**src/hw/rtl/ctsb_pkg.sv**
```systemverilog
// Package for the text console scrollback block.
// Holds port payload structs, command codes and internal control structs.
package ctsb_pkg;

  typedef struct packed {
    logic [2:0] operation;
    logic [7:0] char_code;
    logic [4:0] win_row;
    logic [6:0] screen_col;
  } in_t;

  typedef struct packed {
    logic [7:0]  cell_char;
    logic [7:0]  cell_color;
    logic [15:0] cursor_position;
    logic [9:0]  window_top;
    logic        live_view;
  } out_t;

  typedef enum logic [2:0] {
    OP_PUT  = 3'd0,
    OP_BS   = 3'd1,
    OP_CLR  = 3'd2,
    OP_SUP  = 3'd3,
    OP_SDN  = 3'd4,
    OP_READ = 3'd5,
    OP_NOP  = 3'd6
  } op_e;

  typedef struct packed {
    op_e        op;
    logic [7:0] ch;
    logic [4:0] row;
    logic [6:0] col;
  } cmd_t;

  typedef struct packed {
    logic pop;
    logic init;
  } bk_stat_t;

  typedef enum logic [2:0] {
    ST_INIT,
    ST_IDLE,
    ST_SWEEP,
    ST_ROWCLR,
    ST_DONE
  } bk_state_e;

  typedef enum logic [1:0] {
    SEL_ZERO,
    SEL_BLANK,
    SEL_MEM
  } cell_sel_e;

  localparam logic [7:0]  BLANK_CHAR    = 8'h20;
  localparam logic [7:0]  NEWLINE_CHAR  = 8'h0A;
  localparam logic [7:0]  DEFAULT_COLOR = 8'h0F;
  localparam logic [15:0] PARKED_POS    = 16'hFFFF;

endpackage

```
**src/hw/rtl/ctsb_front.sv**
```systemverilog
// Front end: accepts commands, decodes the operation, queues them for the back end.
// Depends on ctsb_pkg.
module ctsb_front import ctsb_pkg::*; (
  input  logic     clk_i,
  input  logic     rst_ni,
  input  logic     start,
  output logic     busy,
  input  in_t      req_i,
  input  bk_stat_t stat_i,
  output logic     cmd_valid_o,
  output cmd_t     cmd_o
);

  cmd_t       ent_q [2];
  logic       wp_q, rp_q;
  logic [1:0] cnt_q;
  cmd_t       dec;
  logic       push;

  always_comb begin
    dec.ch  = req_i.char_code;
    dec.row = req_i.win_row;
    dec.col = req_i.screen_col;
    case (req_i.operation)
      OP_PUT:  dec.op = OP_PUT;
      OP_BS:   dec.op = OP_BS;
      OP_CLR:  dec.op = OP_CLR;
      OP_SUP:  dec.op = OP_SUP;
      OP_SDN:  dec.op = OP_SDN;
      OP_READ: dec.op = OP_READ;
      default: dec.op = OP_NOP;
    endcase
  end

  assign busy        = (cnt_q == 2'd2) || stat_i.init;
  assign push        = start && !busy;
  assign cmd_valid_o = (cnt_q != 2'd0);
  assign cmd_o       = ent_q[rp_q];

  always_ff @(posedge clk_i) begin
    if (push) begin
      ent_q[wp_q] <= dec;
    end
  end

  always_ff @(posedge clk_i or negedge rst_ni) begin
    if (!rst_ni) begin
      wp_q  <= 1'b0;
      rp_q  <= 1'b0;
      cnt_q <= 2'd0;
    end else begin
      if (push) wp_q <= ~wp_q;
      if (stat_i.pop) rp_q <= ~rp_q;
      cnt_q <= cnt_q + 2'(push) - 2'(stat_i.pop);
    end
  end

endmodule

```
**config.mk**
```make
export PLATFORM = sky130hd
export DESIGN_NAME = ctsb_front
export DESIGN_NICKNAME = d
export VERILOG_FILES = /design/src/hw/rtl/ctsb_pkg.sv /design/src/hw/rtl/ctsb_front.sv
export SDC_FILE = /design/constraint.sdc
export NUM_CORES = 1
export LEC_CHECK = 0
export BUFFER_PORTS_ARGS = -buffer_cell sky130_fd_sc_hd__buf_2
export CORE_AREA = 2 2 66 68
export DETAILED_ROUTE_END_ITERATION = 16
export DIE_AREA = 0 0 68 70
export GPL_ROUTABILITY_DRIVEN = 0
export PLACE_DENSITY_LB_ADDON = 0.05
export SLEW_MARGIN = 10
export SYNTH_ARGS = -nofsm -noshare
export SYNTH_HDL_FRONTEND = slang
export SYNTH_SLANG_ARGS = --single-unit
```
**constraint.sdc**
```tcl
create_clock -name clk_i -period 2.2 [get_ports clk_i]
set_input_delay 0.22 -clock clk_i [delete_from_list [all_inputs] [get_ports clk_i]]
set_output_delay 0.22 -clock clk_i [all_outputs]
set_load 0.02 [all_outputs]
```
======== Word level (Yosys, flattened, before mapping) ========
Memories as Yosys holds them, arrays and structs flattened.
Index checks and enable logic that the tools add are counted.
operators by class
  reductions and logical operators ........ 5
  bitwise logic cells ..................... 2
  add/subtract/negate cells ............... 2
  mux-type cells .......................... 3
  eq/ne operators ......................... 6
operators with widths
  kind                                                                   count
  3-bit one-hot mux with 6 select lines                                  1
  3-bit by 2-bit equality test with 1-bit output, second input constant  2
  3-bit equality test, second input constant                             2
  3-bit by 1-bit equality test with 1-bit output, second input constant  1
  3-bit logical NOT                                                      1
  2-bit by 1-bit adder with 2-bit output                                 1
  2-bit equality test, second input constant                             1
  1-bit two-way mux                                                      2
  1-bit NOT                                                              2
  2-bit nonzero test                                                     1
  2-bit by 1-bit subtractor with 2-bit output                            1
  1-bit logical AND                                                      1
  1-bit logical NOT                                                      1
  1-bit logical OR                                                       1
word-level totals
  output and inout bits ................... 25
  memories kept ........................... 1
  input port bits ......................... 28
  memory bits (writable) .................. 46
  logic and storage cells ................. 22
  flip-flop bits (word level) ............. 4
memories
  memory  depth  bits a word  rd ports  clocked after memory_dff  wr ports  RTL line          source
  ent_q   2      23           1         0                         1         ctsb_front.sv:14  cmd_t ent_q [2];

======== Longest topological paths before layout ========
Gate-level depths: netlist of the first run.
  word-level depth ........................ 6
  depth in mapped cells ................... 7

======== Worst setup path after synthesis of the first run ========
Ideal clock, no wire load.
  path type ............................... register to register
  start ................................... reg cnt_q[1]
  end ..................................... mem ent_q[0][0] in the netlist's numbering, enable pin
  slack ................................... 167 ps
  stages on the path, launching flop included .. 4
  path buffers ............................ 0
  arrival time ............................ 1630 ps
  library setup time ...................... 403 ps
  path through ............................ dfrtp_1 nand2b_1 nand3b_1 nor2_1
between the ends
  word-level cells in the longest chain between the ends .. 6
ends and longest elaborated chain
  element                                  RTL line          source
  start, declared                          ctsb_front.sv:16  logic [1:0] cnt_q;
  start signal, assigned                   ctsb_front.sv:54  cnt_q <= cnt_q + 2'(push) - 2'(stat_i.pop);
  2-bit equality test                      ctsb_front.sv:35  assign busy = (cnt_q == 2'd2) || stat_i.init;
  1-bit logical OR                         ctsb_front.sv:35
  1-bit logical NOT                        ctsb_front.sv:36  assign push = start && !busy;
  1-bit logical AND                        ctsb_front.sv:36
  1-bit two-way mux                        ctsb_front.sv:41  if (push) begin
  1-bit two-way mux (implied by the code)  ctsb_front.sv:42  ent_q[wp_q] <= dec;
  end, declared                            ctsb_front.sv:14
Every way passes these cells.

======== Final worst setup path of the first run ========
  start ................................... reg cnt_q[1]
  end ..................................... reg cnt_q[1]
between the ends
  word-level cells in the longest chain between the ends .. 6
ends and longest elaborated chain
  element                                          RTL line
  2-bit equality test                              ctsb_front.sv:35
  1-bit logical OR                                 ctsb_front.sv:35
  1-bit logical NOT                                ctsb_front.sv:36
  1-bit logical AND                                ctsb_front.sv:36
  2-bit by 1-bit adder with 2-bit output (*)       ctsb_front.sv:54
  2-bit by 1-bit subtractor with 2-bit output (*)  ctsb_front.sv:54
Mark *: on every way between the ends. The rest lies on a longest branch, timed or not.
A chain may end at the register's enable or synchronous reset.

==> results.toml, run 1 <==
[outcome]
status = "finished, final reports clean"

[critical_path]
crit_path_top_delay_cell = "dfrtp_1"
required_ps = 2410
r2r_start = "cnt_q[1]"
critPathMaxStageDelay_ps = 410
critPathKind = "flop to flop"
cp.arrival_ps = 1900
path_buf_inv = 1
r2r_cells = 7
crit_path_cell_trace = "nand2b_1 -> nand3b_1 -> ha_1 -> inv_1 -> ha_1 -> xnor2_1 -> xnor2_1"
timing.rr.end = "cnt_q[1]"
crit_family = "adder cells"
worstPathMaxFanout = 4
rrSetupSlack_ps = 510
crit_path_end_kind = "flop"
start_kind = "flop"

[cts]
clk_latency_ps = 290
cts.clk_slew.worst_paths_ps = 80
clk_path_buf_depth = 2
cts_root_buf = "clkbuf_8"
cts_htree_levels = 2
clock_sinks = 50
cts_tree = "yes"
cts_resized = 0
numCtsBuffers = 5

[floorplanning]
die_x_um = 68
row_count = 24
die_h_um = 70
initial_core_util_pct = 47.8
core_sq_um = 4140
ios = 53
dieArea_sq_um = 4760

[global_route]
grt_antenna_before_repair = 0
grtUsageTotal_pct = 13.8
grt_pass1_wl_mm = 4.69
gr-total-overflow = 0
grt_pass1_vias = 1039
grt_start_max_net_pins = 16

[yosys]
ys_top_cells_by_area = "edfxtp_1, mux2_4, dfrtp_1, mux2_2, buf_12"
ys_seq_area_share_pct = 74.8
synth_edf_count = 46
ys_async_sr_fraction_pct = 8.00
synth_top_area_cell = "edfxtp_1"
yosysUniqueCellTypes = 16
synth_top_area_share_pct = 69.8
synthesis.nets = 123
ys_ff_latch = 50
yosys_warnings = 0
synthCells = 93
synth_most_common_cell = "edfxtp_1"
synth_area_per_cell_sq_um = 21.3
ys_top_cells_by_count = "edfxtp_1, mux2_4, dfrtp_1, mux2_2, xnor2_1"
synthFlopType = "edfxtp_1"
synth_area_sq_um = 1980

[final_layout]
drive_gt1_share_pct = 58.1
fin_area_sq_um = 2390
final_nets = 184
area_growth_pct = 20.6
antenna-diode-count = 0

[place]
pre_cts_ws_ps = 510
dp.final_hpwl_mm = 2.06
postPlaceCellArea_sq_um = 2300
port_buffers = 52

[timing]
whs_ps = 113
hold_violations = 0
setup_viol = 0
setup_tns_ps = 0
max_slew_margin_pct = 82.7
fin_ws_ps = 512
post-route-period-util_pct = 76.7
slew_violations = 0
clock_skew_ps = 3.10
worst_slew_pin_slew_ps = 259
min_period_ps = 1690
clock.fmax_mhz = 592
grt_setup_unrepaired = "no"

[drt]
vias_per_cell = 4.73
wl_mm = 2.90
first_pass_iters = 4
vias = 980
wl_per_cell_um = 14.0
first_iter_violations = 10
postRouteAntennaNets = 0
post-route-drc-count = 0

[worst_hold_path]
hold_path_depth = 1
min_to = "ent_q[0][11]"
hold_class = "primary input to flop"
min_from = "req_i[11]"

[power]
p_leak_nw = 0.971
vdd_drop_max_mv = 0.578
powerDensity_nw_per_um2 = 1150
total_power_mw = 2.74

[run]
drv_cap = 0
==> flip-flops by register name, summed over array words and instances (netlist names) <==
name,cells
wp_q,1
cnt_q,2
rp_q,1
ent_q,46
==> cell families after synthesis <==
| family | Yosys count | share of synthesized area [%] |
|---|---|---|
| compound gates | 1 | 0.379 |
| xor+xnor | 4 | 1.77 |
| fa+ha+maj | 2 | 1.26 |
| buf+inv | 7 | 3.35 |
| flops | 50 | 74.8 |
| mux | 23 | 16.7 |
| simple gates | 6 | 1.71 |
==> layout make-up <==
type                       count  area [sq um]
clock buffer                   6          72.6
clock inverter                 2          8.76
fill                         342          1760
inverter                       2          7.51
multi-input combinational     36           437
sequential                    50          1480
tap                           52          65.1
timing repair buffer          59           315
==> routing by layer <==
metal | global-route usage [%] | wire length (um) | vias up
met5 | 0 | 0 | -
met2 | 23.4 | 1520 | 35
met1 | 15.1 | 1130 | 471
li1 | - | - | 468
met4 | 4.67 | 41 | 0
met3 | 5.96 | 212 | 6
==> per-stage QoR <==
step                util (%)  cells
finish                  57.6    207
global route            57.6    207
CTS                     57.6    207
detailed placement      55.4    198
global placement        55.4    198
floorplan                  -     93
==> power by group <==
group / switching, mW / internal [mW] / total (mW) / leakage, nW
combinational: 0.534 / 0.471 / 1.00 / 0.462
clock: 0.269 / 0.219 / 0.488 / 0.0426
sequential: 0.0513 / 1.20 / 1.25 / 0.467
total: 0.854 / 1.89 / 2.74 / 0.971
==> timing repair <==
item                                   in CTS  in global routing
setup buffers                               0                  0
endpoints found under the hold margin       4                  0
hold buffers                                1                  0
==> layout by cell type (no fill, tap or decap), types with 3 or more instances in the layout <==
master,instances
clkbuf_8,5
mux2_4,19
dfrtp_1,4
buf_2,52
buf_4,6
mux2_2,4
xnor2_1,3
edfxtp_1,46
==> worst max path at each step <==
stage                        start          end  slack [ps]  cells past startpoint
after global routing      cnt_q[1]     cnt_q[1]         350                      7
after CTS                 cnt_q[1]     cnt_q[1]         490                      7
after global placement    cnt_q[1]     cnt_q[1]         640                      7
after detailed placement  cnt_q[1]     cnt_q[1]         510                      7
final                     cnt_q[1]     cnt_q[1]         510                      7
after floorplan           cnt_q[1]  ent_q[0][0]         170                      3
Power figures use the tool's default switching activity.
==> run 2, diff against run 1 <==
CORE_AREA = 2 2 69 71   (was 2 2 66 68)
DIE_AREA = 0 0 71 73   (was 0 0 68 70)
clock period = 1.5 ns   (was 2.2 ns; I/O delays follow)
==> run 2 against run 1 <==
Clock power up 130%. Die area grew 8.9%. The flow now finishes with violations (setup timing). Global-route usage down 0.54 points. Worst hold slack worse by 77 ps. Combinational power increased by 110%. Via count grew 2.8%. Sequential cell count did not move. Largest power group is now combinational cells. Clock skew about the same.
==> results.toml, run 2 (synthesis gave the netlist of run 1 again) <==
[cts]
cts.clk_slew.worst_paths_ps = 90
cts_root_buf = "clkbuf_8"
cts_htree_levels = 2
cts_tree = "yes"
clock_sinks = 50
clk_path_buf_depth = 2
clk_latency_ps = 290
numCtsBuffers = 5

[drt]
wl_met1_mm = 1.30
vias_per_cell = 4.68
wl_mm = 3.17
first_iter_violations = 50
top_layer_used = "met4"
dr_wl_met2_mm = 1.67
route.met3.wl_um = 170
wl_per_cell_um = 14.8
postRouteAntennaNets = 0
post-route-drc-count = 0
first_pass_iters = 2
vias = 1007

[critical_path]
crit_path_top_delay_cell = "dfrtp_2"
crit_cells = 3
cp.arrival_ps = 1380
path_buf_inv = 2
crit_path_end_kind = "primary output"
crit_family = "flip-flops"
critPathKind = "flop to primary output"
critPathMaxStageDelay_ps = 470
crit_path_cell_trace = "buf_8 -> mux2_4 -> buf_6"
worstPathMaxFanout = 8
r2r_cells = 7
start_kind = "flop"
required_ps = 1350

[timing]
setup_tns_ps = -341
fin_ws_ps = -28.4
slew_violations = 0
whs_ps = 35.8
grt_setup_unrepaired = "yes"
setup_viol = 19
max_slew_margin_pct = 82.8
post-route-period-util_pct = 102
min_period_ps = 1530
clock_skew_ps = 3.29
clock.fmax_mhz = 654
worst_slew_pin_slew_ps = 256
hold_violations = 0

[global_route]
grt_pass1_vias = 1033
grtUsageTotal_pct = 13.2
grt_antenna_before_repair = 0
gr-total-overflow = 0
grt_start_max_net_pins = 22
grt_pass1_wl_mm = 5.06

[final_layout]
final_nets = 190
largest_reg_flops = 46
final_cells = 215
final_common_cell = "edfxtp_1"
reg_top3 = "ent_q: 46 flops, cnt_q: 2 flops"
seq_area_sq_um = 1480
multiInputGateArea_sq_um = 469
final_util_pct = 60.1
largest_register = "ent_q"
antenna-diode-count = 0
layout_common_cells = "edfxtp_1, buf_2, buf_6"
fillCellCount = 354
drive_gt1_share_pct = 63.4
area_growth_pct = 37.8

[power]
vdd_drop_max_mv = 1.08
p_leak_nw = 1.12
powerDensity_nw_per_um2 = 1860

[place]
dp.final_hpwl_mm = 2.18
port_buffers = 52
placed_cells = 202

[floorplanning]
row_count = 25
die_h_um = 73
initial_core_util_pct = 43.6
die_x_um = 71
core_sq_um = 4540
ios = 53
dieArea_sq_um = 5180

[run]
drv_cap = 0

[outcome]
status = "finished, violations left"
violations = "setup timing"

[worst_hold_path]
hold_class = "primary input to flop"
hold_path_depth = 1
## run 2: cell types whose count changed in the layout (fill, tap and decap cells not counted), sizes merged
cell and delta:
bufinv +2, buf +6, clkinv -2
## run 2: layer usage
layer,vias up,global-route usage [%]
li1,480,-
met1,488,15.1
met2,34,23.4
met3,5,4.70
met4,0,4.40
met5,-,0
## run 2: worst register-to-register path, cell delays in order, from the launching register on
cell and delay, ps:
dfrtp_1 420, nand2b_4 80, nand3b_1 90, ha_1 290
inv_1 40, ha_2 170, xnor2_2 130, xnor2_1 120
## run 2: final timing paths
kind,slack (ps),endpoint,start
worst max-delay path,-30,cmd_o[18],rp_q
worst min-delay path,40,ent_q[0][14],req_i[14]
worst max register to register,40,cnt_q[1],cnt_q[1]
worst min register to register,520,wp_q,wp_q
max in group asynchronous,1190,rp_q,rst_ni
min in group asynchronous,180,cnt_q[1],rst_ni
## run 2: power breakdown
group	total [mW]	leakage, nW	switching (mW)	internal, mW
Clock	1.13	0.0714	0.419	0.711
Sequential	1.86	0.466	0.103	1.76
Combinational	2.07	0.581	0.889	1.18
## run 2: final cells by class
class                           count  area share, %
Sequential cell                    50           54.4
Multi-Input combinational cell     36           17.2
Tap cell                           54           2.48
Clock buffer                        6           3.03
Timing Repair Buffer               65           20.5
Inverter                            2          0.275
Clock inverter                      2           2.20
## run 2: metrics by stage
step	worst slack [ps]	cell area, sq um	power [mW]
floorplan	-186	1980	3.07
detailed placement	-17.7	2340	3.42
global placement	65.7	2340	3.39
CTS	-50.9	2700	5.07
finish	-28.4	2730	5.06
global route	-77.1	2730	5.30
## run 2: repair_timing
action / CTS / global route
endpoints found under the hold margin: 4 / 0
gates cloned: 1 / 0
buffers inserted: 2 / 1
endpoints found under the setup margin: 24 / 27
pin swaps: 0 / 4
hold buffers: 1 / 0
resized for setup: 59 / 4
