--- src/hw/rtl/ctsb_pkg.sv ---
// Package for the text console scrollback block.
// Holds port payload structs, command codes and internal control structs.
package ctsb_pkg;

  typedef struct packed {
    logic [2:0] operation;
    logic [7:0] char_code;
    logic [4:0] win_row;
    logic [6:0] screen_col;
  } in_t;

  typedef struct packed {
    logic [7:0]  cell_char;
    logic [7:0]  cell_color;
    logic [15:0] cursor_position;
    logic [9:0]  window_top;
    logic        live_view;
  } out_t;

  typedef enum logic [2:0] {
    OP_PUT  = 3'd0,
    OP_BS   = 3'd1,
    OP_CLR  = 3'd2,
    OP_SUP  = 3'd3,
    OP_SDN  = 3'd4,
    OP_READ = 3'd5,
    OP_NOP  = 3'd6
  } op_e;

  typedef struct packed {
    op_e        op;
    logic [7:0] ch;
    logic [4:0] row;
    logic [6:0] col;
  } cmd_t;

  typedef struct packed {
    logic pop;
    logic init;
  } bk_stat_t;

  typedef enum logic [2:0] {
    ST_INIT,
    ST_IDLE,
    ST_SWEEP,
    ST_ROWCLR,
    ST_DONE
  } bk_state_e;

  typedef enum logic [1:0] {
    SEL_ZERO,
    SEL_BLANK,
    SEL_MEM
  } cell_sel_e;

  localparam logic [7:0]  BLANK_CHAR    = 8'h20;
  localparam logic [7:0]  NEWLINE_CHAR  = 8'h0A;
  localparam logic [7:0]  DEFAULT_COLOR = 8'h0F;
  localparam logic [15:0] PARKED_POS    = 16'hFFFF;

endpackage

--- src/hw/rtl/ctsb_back.sv ---
// Back end: executes queued console commands against the history RAM and reports status.
// Depends on ctsb_pkg; drives the port of a ctsb_ram instance.
module ctsb_back import ctsb_pkg::*; #(
  parameter int HISTORY_ROWS = 1024,
  parameter int TEXT_COLS    = 80,
  parameter int WINDOW_ROWS  = 25,
  localparam int DEPTH       = HISTORY_ROWS * TEXT_COLS,
  localparam int AW          = $clog2(DEPTH)
) (
  input  logic          clk_i,
  input  logic          rst_ni,
  input  logic          cfg_we_i,
  input  logic [7:0]    cfg_wdata_i,
  input  logic          cmd_valid_i,
  input  cmd_t          cmd_i,
  output bk_stat_t      stat_o,
  output logic          mem_we_o,
  output logic [AW-1:0] mem_addr_o,
  output logic [7:0]    mem_wdata_o,
  input  logic [7:0]    mem_rdata_i,
  output logic          done_o,
  output out_t          rsp_o
);

  localparam int RW = $clog2(HISTORY_ROWS);
  localparam int CW = (TEXT_COLS > 1) ? $clog2(TEXT_COLS) : 1;
  localparam int EW = RW + 8;
  localparam logic [RW-1:0] LAST_ROW = RW'(HISTORY_ROWS - 1);
  localparam logic [CW-1:0] LAST_COL = CW'(TEXT_COLS - 1);
  localparam logic [AW-1:0] LAST_ADDR = AW'(DEPTH - 1);

  bk_state_e state_q, state_d;
  logic [RW-1:0] row_q, row_d, base_q, base_d, top_q, top_d, blank_q, blank_d;
  logic [CW-1:0] col_q, col_d;
  logic          live_q, live_d;
  logic [AW-1:0] cnt_q, cnt_d;
  cell_sel_e     sel_q, sel_d;
  logic [7:0]    color_q;
  logic          shift;
  logic          pop;

  function automatic logic [RW-1:0] follow_top(input logic [RW-1:0] r);
    logic [EW-1:0] rx;
    rx = EW'(r);
    if (rx >= EW'(WINDOW_ROWS - 1)) return RW'(rx - EW'(WINDOW_ROWS - 1));
    return '0;
  endfunction

  function automatic logic [AW-1:0] phys(input logic [RW-1:0] lr, input logic [RW-1:0] b,
                                         input logic [CW-1:0] c);
    logic [RW:0] s;
    s = (RW+1)'(lr) + (RW+1)'(b);
    if (s >= (RW+1)'(HISTORY_ROWS)) s = s - (RW+1)'(HISTORY_ROWS);
    return AW'(s[RW-1:0]) * AW'(TEXT_COLS) + AW'(c);
  endfunction

  // next state
  always_comb begin
    state_d = state_q;
    case (state_q)
      ST_INIT:   if (cnt_q == LAST_ADDR) state_d = ST_IDLE;
      ST_IDLE: begin
        if (cmd_valid_i) begin
          if (cmd_i.op == OP_CLR) state_d = ST_SWEEP;
          else if (shift) state_d = ST_ROWCLR;
          else state_d = ST_DONE;
        end
      end
      ST_SWEEP:  if (cnt_q == LAST_ADDR) state_d = ST_DONE;
      ST_ROWCLR: if (cnt_q[CW-1:0] == LAST_COL) state_d = ST_DONE;
      ST_DONE:   state_d = ST_IDLE;
      default:   state_d = ST_IDLE;
    endcase
  end

  // datapath and RAM control
  always_comb begin
    logic [RW-1:0] nr, lt;
    logic [CW-1:0] nc;
    logic [EW-1:0] hr;
    row_d = row_q; col_d = col_q; base_d = base_q; top_d = top_q;
    live_d = live_q; cnt_d = cnt_q; sel_d = sel_q; blank_d = blank_q;
    shift = 1'b0; pop = 1'b0;
    mem_we_o = 1'b0;
    mem_wdata_o = BLANK_CHAR;
    mem_addr_o = phys(row_q, base_q, col_q);
    nr = row_q; nc = col_q; lt = '0;
    hr = EW'(top_q) + EW'(cmd_i.row);
    case (state_q)
      ST_INIT, ST_SWEEP: begin
        mem_we_o = 1'b1;
        mem_addr_o = cnt_q;
        cnt_d = cnt_q + 1'b1;
      end
      ST_ROWCLR: begin
        mem_we_o = 1'b1;
        mem_addr_o = AW'(blank_q) * AW'(TEXT_COLS) + AW'(cnt_q[CW-1:0]);
        cnt_d = cnt_q + 1'b1;
      end
      ST_IDLE: begin
        if (cmd_valid_i) begin
          pop = 1'b1;
          sel_d = SEL_ZERO;
          case (cmd_i.op)
            OP_PUT: begin
              if (cmd_i.ch != NEWLINE_CHAR) begin
                mem_we_o = 1'b1;
                mem_wdata_o = cmd_i.ch;
              end
              if (cmd_i.ch == NEWLINE_CHAR || col_q == LAST_COL) begin
                nc = '0;
                if (row_q == LAST_ROW) begin
                  shift = 1'b1;
                  base_d = (base_q == LAST_ROW) ? '0 : base_q + 1'b1;
                  blank_d = base_q;
                  cnt_d = '0;
                end else begin
                  nr = row_q + 1'b1;
                end
              end else begin
                nc = col_q + 1'b1;
              end
              row_d = nr; col_d = nc;
              live_d = 1'b1; top_d = follow_top(nr);
            end
            OP_BS: begin
              if (col_q != '0) begin
                nc = col_q - 1'b1;
              end else if (row_q != '0) begin
                nr = row_q - 1'b1;
                nc = LAST_COL;
              end
              mem_we_o = 1'b1;
              mem_addr_o = phys(nr, base_q, nc);
              row_d = nr; col_d = nc;
              live_d = 1'b1; top_d = follow_top(nr);
            end
            OP_CLR: begin
              row_d = '0; col_d = '0; top_d = '0; base_d = '0;
              live_d = 1'b1; cnt_d = '0;
            end
            OP_SUP: begin
              if (top_q != '0) begin
                top_d = top_q - 1'b1;
                live_d = 1'b0;
              end
            end
            OP_SDN: begin
              lt = follow_top(row_q);
              if (top_q < lt) begin
                top_d = top_q + 1'b1;
                if (top_d == lt) live_d = 1'b1;
              end
            end
            OP_READ: begin
              mem_addr_o = phys(hr[RW-1:0], base_q, CW'(cmd_i.col));
              if (EW'(cmd_i.row) < EW'(WINDOW_ROWS) && 8'(cmd_i.col) < 8'(TEXT_COLS)
                  && hr < EW'(HISTORY_ROWS)) begin
                sel_d = SEL_MEM;
              end else begin
                sel_d = SEL_BLANK;
              end
            end
            default: ;
          endcase
        end
      end
      default: ;
    endcase
  end

  // result
  always_comb begin
    logic [RW-1:0] sr;
    sr = row_q - top_q;
    done_o = (state_q == ST_DONE);
    rsp_o.cell_color = color_q;
    rsp_o.window_top = 10'(32'(top_q));
    rsp_o.live_view  = live_q;
    case (sel_q)
      SEL_MEM:   rsp_o.cell_char = mem_rdata_i;
      SEL_BLANK: rsp_o.cell_char = BLANK_CHAR;
      default:   rsp_o.cell_char = 8'h00;
    endcase
    if (live_q && row_q >= top_q && EW'(sr) < EW'(WINDOW_ROWS)) begin
      rsp_o.cursor_position = 16'(32'(sr) * TEXT_COLS + 32'(col_q));
    end else begin
      rsp_o.cursor_position = PARKED_POS;
    end
  end

  assign stat_o.pop  = pop;
  assign stat_o.init = (state_q == ST_INIT);

  always_ff @(posedge clk_i or negedge rst_ni) begin
    if (!rst_ni) begin
      state_q <= ST_INIT;
      row_q   <= '0;
      col_q   <= '0;
      base_q  <= '0;
      top_q   <= '0;
      live_q  <= 1'b1;
      cnt_q   <= '0;
      sel_q   <= SEL_ZERO;
      blank_q <= '0;
      color_q <= DEFAULT_COLOR;
    end else begin
      state_q <= state_d;
      row_q   <= row_d;
      col_q   <= col_d;
      base_q  <= base_d;
      top_q   <= top_d;
      live_q  <= live_d;
      cnt_q   <= cnt_d;
      sel_q   <= sel_d;
      blank_q <= blank_d;
      if (cfg_we_i) color_q <= cfg_wdata_i;
    end
  end

endmodule

--- config.mk ---
export PLATFORM = sky130hd
export DESIGN_NAME = ctsb_back
export DESIGN_NICKNAME = d
export VERILOG_FILES = /design/src/hw/rtl/ctsb_pkg.sv /design/src/hw/rtl/ctsb_back.sv
export SDC_FILE = /design/constraint.sdc
export NUM_CORES = 1
export LEC_CHECK = 0
export BUFFER_PORTS_ARGS = -buffer_cell sky130_fd_sc_hd__buf_2
export CORE_ASPECT_RATIO = 0.9
export CORE_MARGIN = 2
export CORE_UTILIZATION = 50
export CTS_CLUSTER_SIZE = 40
export DETAILED_ROUTE_END_ITERATION = 6
export PLACE_DENSITY_LB_ADDON = 0.12
export SKIP_LAST_GASP = 1
export SLEW_MARGIN = 10
export SYNTH_ARGS = -nofsm -noshare
export SYNTH_HDL_FRONTEND = slang
export SYNTH_SLANG_ARGS = --single-unit
--- constraint.sdc ---
create_clock -name clk_i -period 5.5 [get_ports clk_i]
set_input_delay 0.275 -clock clk_i [delete_from_list [all_inputs] [get_ports clk_i]]
set_output_delay 0.275 -clock clk_i [all_outputs]
set_load 0.01 [all_outputs]
---- Word-level counts from Yosys, hierarchy flattened ----
Cells that the tools add are included.
cells by class
  add/subtract/negate cells ............... 24
  $mul .................................... 5
  magnitude comparators ................... 12
  equal/unequal tests ..................... 31
  multiplexer cells ....................... 93
  reductions and logical operators ........ 26
operator list
  kind                                                                 count
  two-way mux 10 bit                                                   33
  one-hot mux 17 bit (2 select lines)                                  3
  adder 17 x 7 -> 17 bit                                               4
  two-way mux 17 bit                                                   4
  multiplier 10 x 3 -> 13 bit (second input constant)                  4
  one-hot mux 17 bit (3 select lines)                                  1
  one-hot mux 10 bit (5 select lines)                                  1
  subtractor 10 x 1 -> 10 bit (second input constant)                  5
  two-way mux 7 bit                                                    6
  adder 10 x 10 -> 11 bit                                              3
  greater-or-equal comparator 11 bit (second input constant)           3
  two-way mux 8 bit                                                    4
  adder 10 x 1 -> 10 bit (second input constant)                       3
  greater-or-equal comparator 10 x 5 -> 1 bit (second input constant)  3
  one-hot mux 10 bit (3 select lines)                                  1
  subtractor 10 x 5 -> 10 bit (second input constant)                  3
  two-way mux 1 bit                                                    24
  one-hot mux 7 bit (3 select lines)                                   1
  == test 10 bit (second input constant)                               2
  one-hot mux 10 bit (2 select lines)                                  1
  AND reduction 5 bit                                                  4
  nonzero test 10 bit                                                  2
  two-way mux 3 bit                                                    6
  adder 17 x 1 -> 17 bit (second input constant)                       1
  45 further kinds                                                     69
word-level totals
  register bits after elaboration ......... 78
  bits of input ports ..................... 43
  output and inout port bits .............. 72
  logic and storage cells ................. 201

---- Logic depth before layout (Yosys ltp) ----
  word-level depth ........................ 17
  mapped depth ............................ 28

---- Worst setup path before layout ----
OpenSTA, ideal clock, no wires.
  path type ............................... register -> output
  start ................................... reg row_q[1]
  end ..................................... out mem_addr_o[15]
  arrival time ............................ 5778 ps
  path slack .............................. -553 ps
  stages on the path, launching flop included .. 25
  path buffers ............................ 1
  cells stage by stage .................... dfrtp_1 -> clkbuf_1 -> inv_1 -> ha_1 -> nor3b_2 -> and3_1 -> nor2_1 -> nand2_1 -> xnor2_1 -> ha_1 -> and3_1 -> a2111o_1 -> a21o_1 -> a21oi_2 -> xnor2_1 -> ha_1 -> ha_1 -> o21a_1 -> a221oi_2 -> nand4_2 -> nor4_2 -> xnor2_1 -> xnor2_1 -> o22ai_1 -> a221o_1
between the ends
  word-level cells in the longest chain between the ends .. 17
RTL lines
  item                                                                                      line                                source
  start, declared                                                                           ctsb_back.sv:33                     logic [RW-1:0] row_q, row_d, base_q, base_d, top_q, top_d, blank_q, blank_d;
  start signal, assigned                                                                    ctsb_back.sv:209                    row_q <= row_d;
  subtractor 10 x 1 -> 10 bit / nonzero test 10 bit (equally long branches)                 ctsb_back.sv:130, ctsb_back.sv:129
  two-way mux 10 bit                                                                        ctsb_back.sv:129                    end else if (row_q != '0) begin
  two-way mux 10 bit                                                                        ctsb_back.sv:127                    if (col_q != '0) begin
  two-way mux 10 bit                                                                        ctsb_back.sv:104                    case (cmd_i.op)
  two-way mux 10 bit                                                                        ctsb_back.sv:101                    if (cmd_valid_i) begin
  two-way mux 10 bit                                                                        ctsb_back.sv:89                     case (state_q)
  adder 10 x 10 -> 11 bit                                                                   ctsb_back.sv:52                     s = (RW+1)'(lr) + (RW+1)'(b);
  subtractor 10 x 1 -> 10 bit / greater-or-equal comparator 11 bit (equally long branches)  ctsb_back.sv:53                     if (s >= (RW+1)'(HISTORY_ROWS)) s = s - (RW+1)'(HISTORY_ROWS);
  two-way mux 10 bit                                                                        ctsb_back.sv:53
  two-way mux 10 bit                                                                        ctsb_back.sv:104
  two-way mux 10 bit                                                                        ctsb_back.sv:101
  two-way mux 10 bit                                                                        ctsb_back.sv:89
  multiplier 10 x 3 -> 13 bit                                                               ctsb_back.sv:54                     return AW'(s[RW-1:0]) * AW'(TEXT_COLS) + AW'(c);
  adder 17 x 7 -> 17 bit                                                                    ctsb_back.sv:54
  one-hot mux 17 bit (2 select lines)                                                       ctsb_back.sv:104
  two-way mux 17 bit                                                                        ctsb_back.sv:101
  one-hot mux 17 bit (3 select lines) (*)                                                   ctsb_back.sv:89
  end, declared                                                                             ctsb_back.sv:18                     output logic [AW-1:0] mem_addr_o,
Every way passes the cells marked *; elsewhere a longest branch is shown, timed or not. The select of a mux whose other input is x is not followed.

---- Worst setup path in the final report ----
  start ................................... reg row_q[0]
  end ..................................... out mem_addr_o[15]
Same word-level chain as after synthesis.

==> results.sh <==
export IMPL_start_kind="register"
export IMPL_syn_avg_cell_area_um2=7.96
export IMPL_cp_top_family="compound AO/OA/AOI/OAI gates"
export IMPL_drtAntennaViolNets=0
export IMPL_place_congestion=0.965
export IMPL_io_pins=115
export IMPL_coreArea_mm2=0.0226
export IMPL_cts_sinks=78
export IMPL_antenna_found_initial=1
export IMPL_portBuffers=114
export IMPL_ys_seq_area_frac=0.169
export IMPL_cp_slowest_cell="fa_2"
export IMPL_gr_total_overflow=0
export IMPL_cts_buffers=9
export IMPL_status="complete, but fails checks"
export IMPL_cts_htree_levels=3
export IMPL_slew_violations=0
export IMPL_yosys_top_cells_count="ha_1, nand2_1, nor2_1"
export IMPL_firstDrtPassIters=5
export IMPL_clock_fmax_mhz=166
export IMPL_grt_util_all_layers=0.315
export IMPL_antenna_cells=0
export IMPL_min_period_ns=6.04
export IMPL_hold_class="input pin to register"
export IMPL_min_delay_start="cfg_wdata_i[6]"
export IMPL_rsz0062_at_grt="true"
export IMPL_synthTopCellsByArea="ha_1, dfrtp_1, xnor2_1"
export IMPL_synth_edff_count=0
export IMPL_synth_cells=1460
export IMPL_cp_arrival_ns=5.77
export IMPL_r2r_end="top_q[7]"
export IMPL_hold_viol=0
export IMPL_r2r_cells=16
export IMPL_yosysMostFrequentCell="ha_1"
export IMPL_failed_checks="setup timing"
export IMPL_relSlewSlack=0.195
export IMPL_synth_area_mm2=0.0116
export IMPL_min_period_over_period=1.10
export IMPL_yosysUniqueCellTypes=92
export IMPL_dieArea_mm2=0.0245
export IMPL_crit_buf_inv=4
export IMPL_start_util=0.513
export IMPL_dominantRegCellSynth="dfrtp_1"
export IMPL_cts_root_buf="clkbuf_16"
export IMPL_syn_num_nets=1679
export IMPL_rr_startpoint="row_q[1]"
export IMPL_drc=0
export IMPL_dp_hpwl_mm=29.9
export IMPL_grt_pass1_wl_mm=60.2
export IMPL_die_w_um=165
export IMPL_ys_ff_latch=78
export IMPL_routed_wirelength_mm=38.4
export IMPL_num_rows=52
export IMPL_hold_depth=2
export IMPL_dr_total_vias=11900
export IMPL_async_flop_share=1.00
export IMPL_critPathMaxFanout=4
export IMPL_clock_latency_ns=0.36
export IMPL_fin_nets=1878
export IMPL_clk_pin_slew_ns=0.08
export IMPL_synth_largest_area_cell="ha_1"
export IMPL_timing_final_ws_setup_ns=-0.541
export IMPL_post_drt_wl_per_cell_um=19.6
export IMPL_holdPathEnd="color_q[6]"
export IMPL_end_kind="primary output"
export IMPL_die_y_um=149
export IMPL_yosysTopAreaCellShare=0.173
export IMPL_r2r_slack_ns=1.48
export IMPL_drt_iter0_markers=1078
export IMPL_setup_violations=6
export IMPL_grt_pass1_vias=11300
export IMPL_slowest_delay_ns=0.41
export IMPL_cts_buffer_depth=2
export IMPL_tritoncts="done"
export IMPL_finish_utilization=0.622
export IMPL_tightest_slew_ns=1.21
export IMPL_finClkSkew_ns=0.0121
export IMPL_max_cap_violations=0
export IMPL_grt_max_degree=44
export IMPL_final_layout_size_suffix_gt1_frac=0.227
export IMPL_yosys_warnings=0
export IMPL_cp_data_required_time_ns=5.22
export IMPL_viasPerCell=6.07
export IMPL_critPathKind="register to primary output"
export IMPL_area_growth_pct=21.2
[layer usage]
metal  share of wire  GRT usage  routed length [um]
met3           0.089     0.0591                3430
met5          0.0012     0.0207                  45
met2            0.43      0.478               16500
met4           0.021     0.0770                 802
met1            0.46      0.458               17600
[cells by family after synthesis]
kind of cell / Yosys count / synth area share
and+or+nand+nor: 495 / 0.217
AOI/OAI and AO/OA: 386 / 0.214
adders and majority gates: 176 / 0.199
xor gates and xnor gates: 169 / 0.129
buffers and inverters: 125 / 0.0423
DFF: 78 / 0.169
muxes: 31 / 0.0299
[registers in the layout, summed over array words and instances (netlist names)]
register	cells
base_q	10
blank_q	10
cnt_q	17
col_q	7
color_q	8
live_q	1
row_q	10
sel_q	2
state_q	3
top_q	10
[cell type report]
class                      count  area [um2]
multi-input combinational   1257        9640
fill                        2024        8560
sequential                    78        1960
timing repair buffer         238        1530
tap                          297         372
inverter                      75         284
clock buffer                   9         225
clock inverter                 7        76.3
[how the worst max path moves through the flow]
stage                     startpoint             end  slack (ns)  cells past startpoint
after floorplan             row_q[1]  mem_addr_o[15]      -0.004                     25
final                       row_q[0]  mem_addr_o[15]       -0.54                     26
after global placement      cmd_i[7]  mem_addr_o[16]      -0.007                     25
after CTS                   row_q[0]  mem_addr_o[15]       -0.36                     26
after detailed placement    col_q[1]  mem_addr_o[15]       -0.17                     29
after global routing        row_q[0]  mem_addr_o[15]       -0.76                     27
[cells in the final DEF (no fill, tap or decap), drive strengths merged, types with 6 or more instances in the layout]
cell and n:
nor3b 11, nand2 123, nand4 13, o22ai 28, fa 15, buf 237
mux2 20, xor2 55, a31oi 15, nor3 44, ha 161, nand3 46
and2 25, o211ai 9, o21bai 6, a21o 32, nor2b 30, inv 79
nor2 115, xnor2 114, o31ai 14, and3 29, nor4 12, dfrtp 73
nand2b 21, clkbuf 9, a21oi 93, a211oi 9, a22oi 6, mux2i 11
a221oi 9, o21a 15, a211o 6, o21ai 97
[per-stage QoR]
stage / TNS [ns] / area, um2 / hold slack [ns] / worst slack (ns) / cells
3_3_place_gp: -0.00839 / 13200 / 0.279 / -0.00691 / 1911
5_1_grt: -3.70 / 14100 / 0.139 / -0.760 / 1961
6_report: -2.15 / 14100 / 0.141 / -0.541 / 1961
3_5_place_dp: -0.264 / 13200 / 0.279 / -0.175 / 1911
2_1_floorplan: -0.00392 / 11700 / -0.0206 / -0.00392 / 1460
4_1_cts: -1.03 / 13800 / 0.132 / -0.358 / 1950
[repair_timing]
action                                 4_1_cts  5_1_grt
setup buffers                               22       13
hold buffers                                 1        0
endpoints found under the hold margin       35        0
gates resized for setup                     25       48
pin swaps                                   29       38
cloned                                       0        0
setup endpoints to repair                    5        7
Power is left out: the tool's default activity adds up to more than one toggle a clock period on the data nets, which glitch-free logic cannot reach.
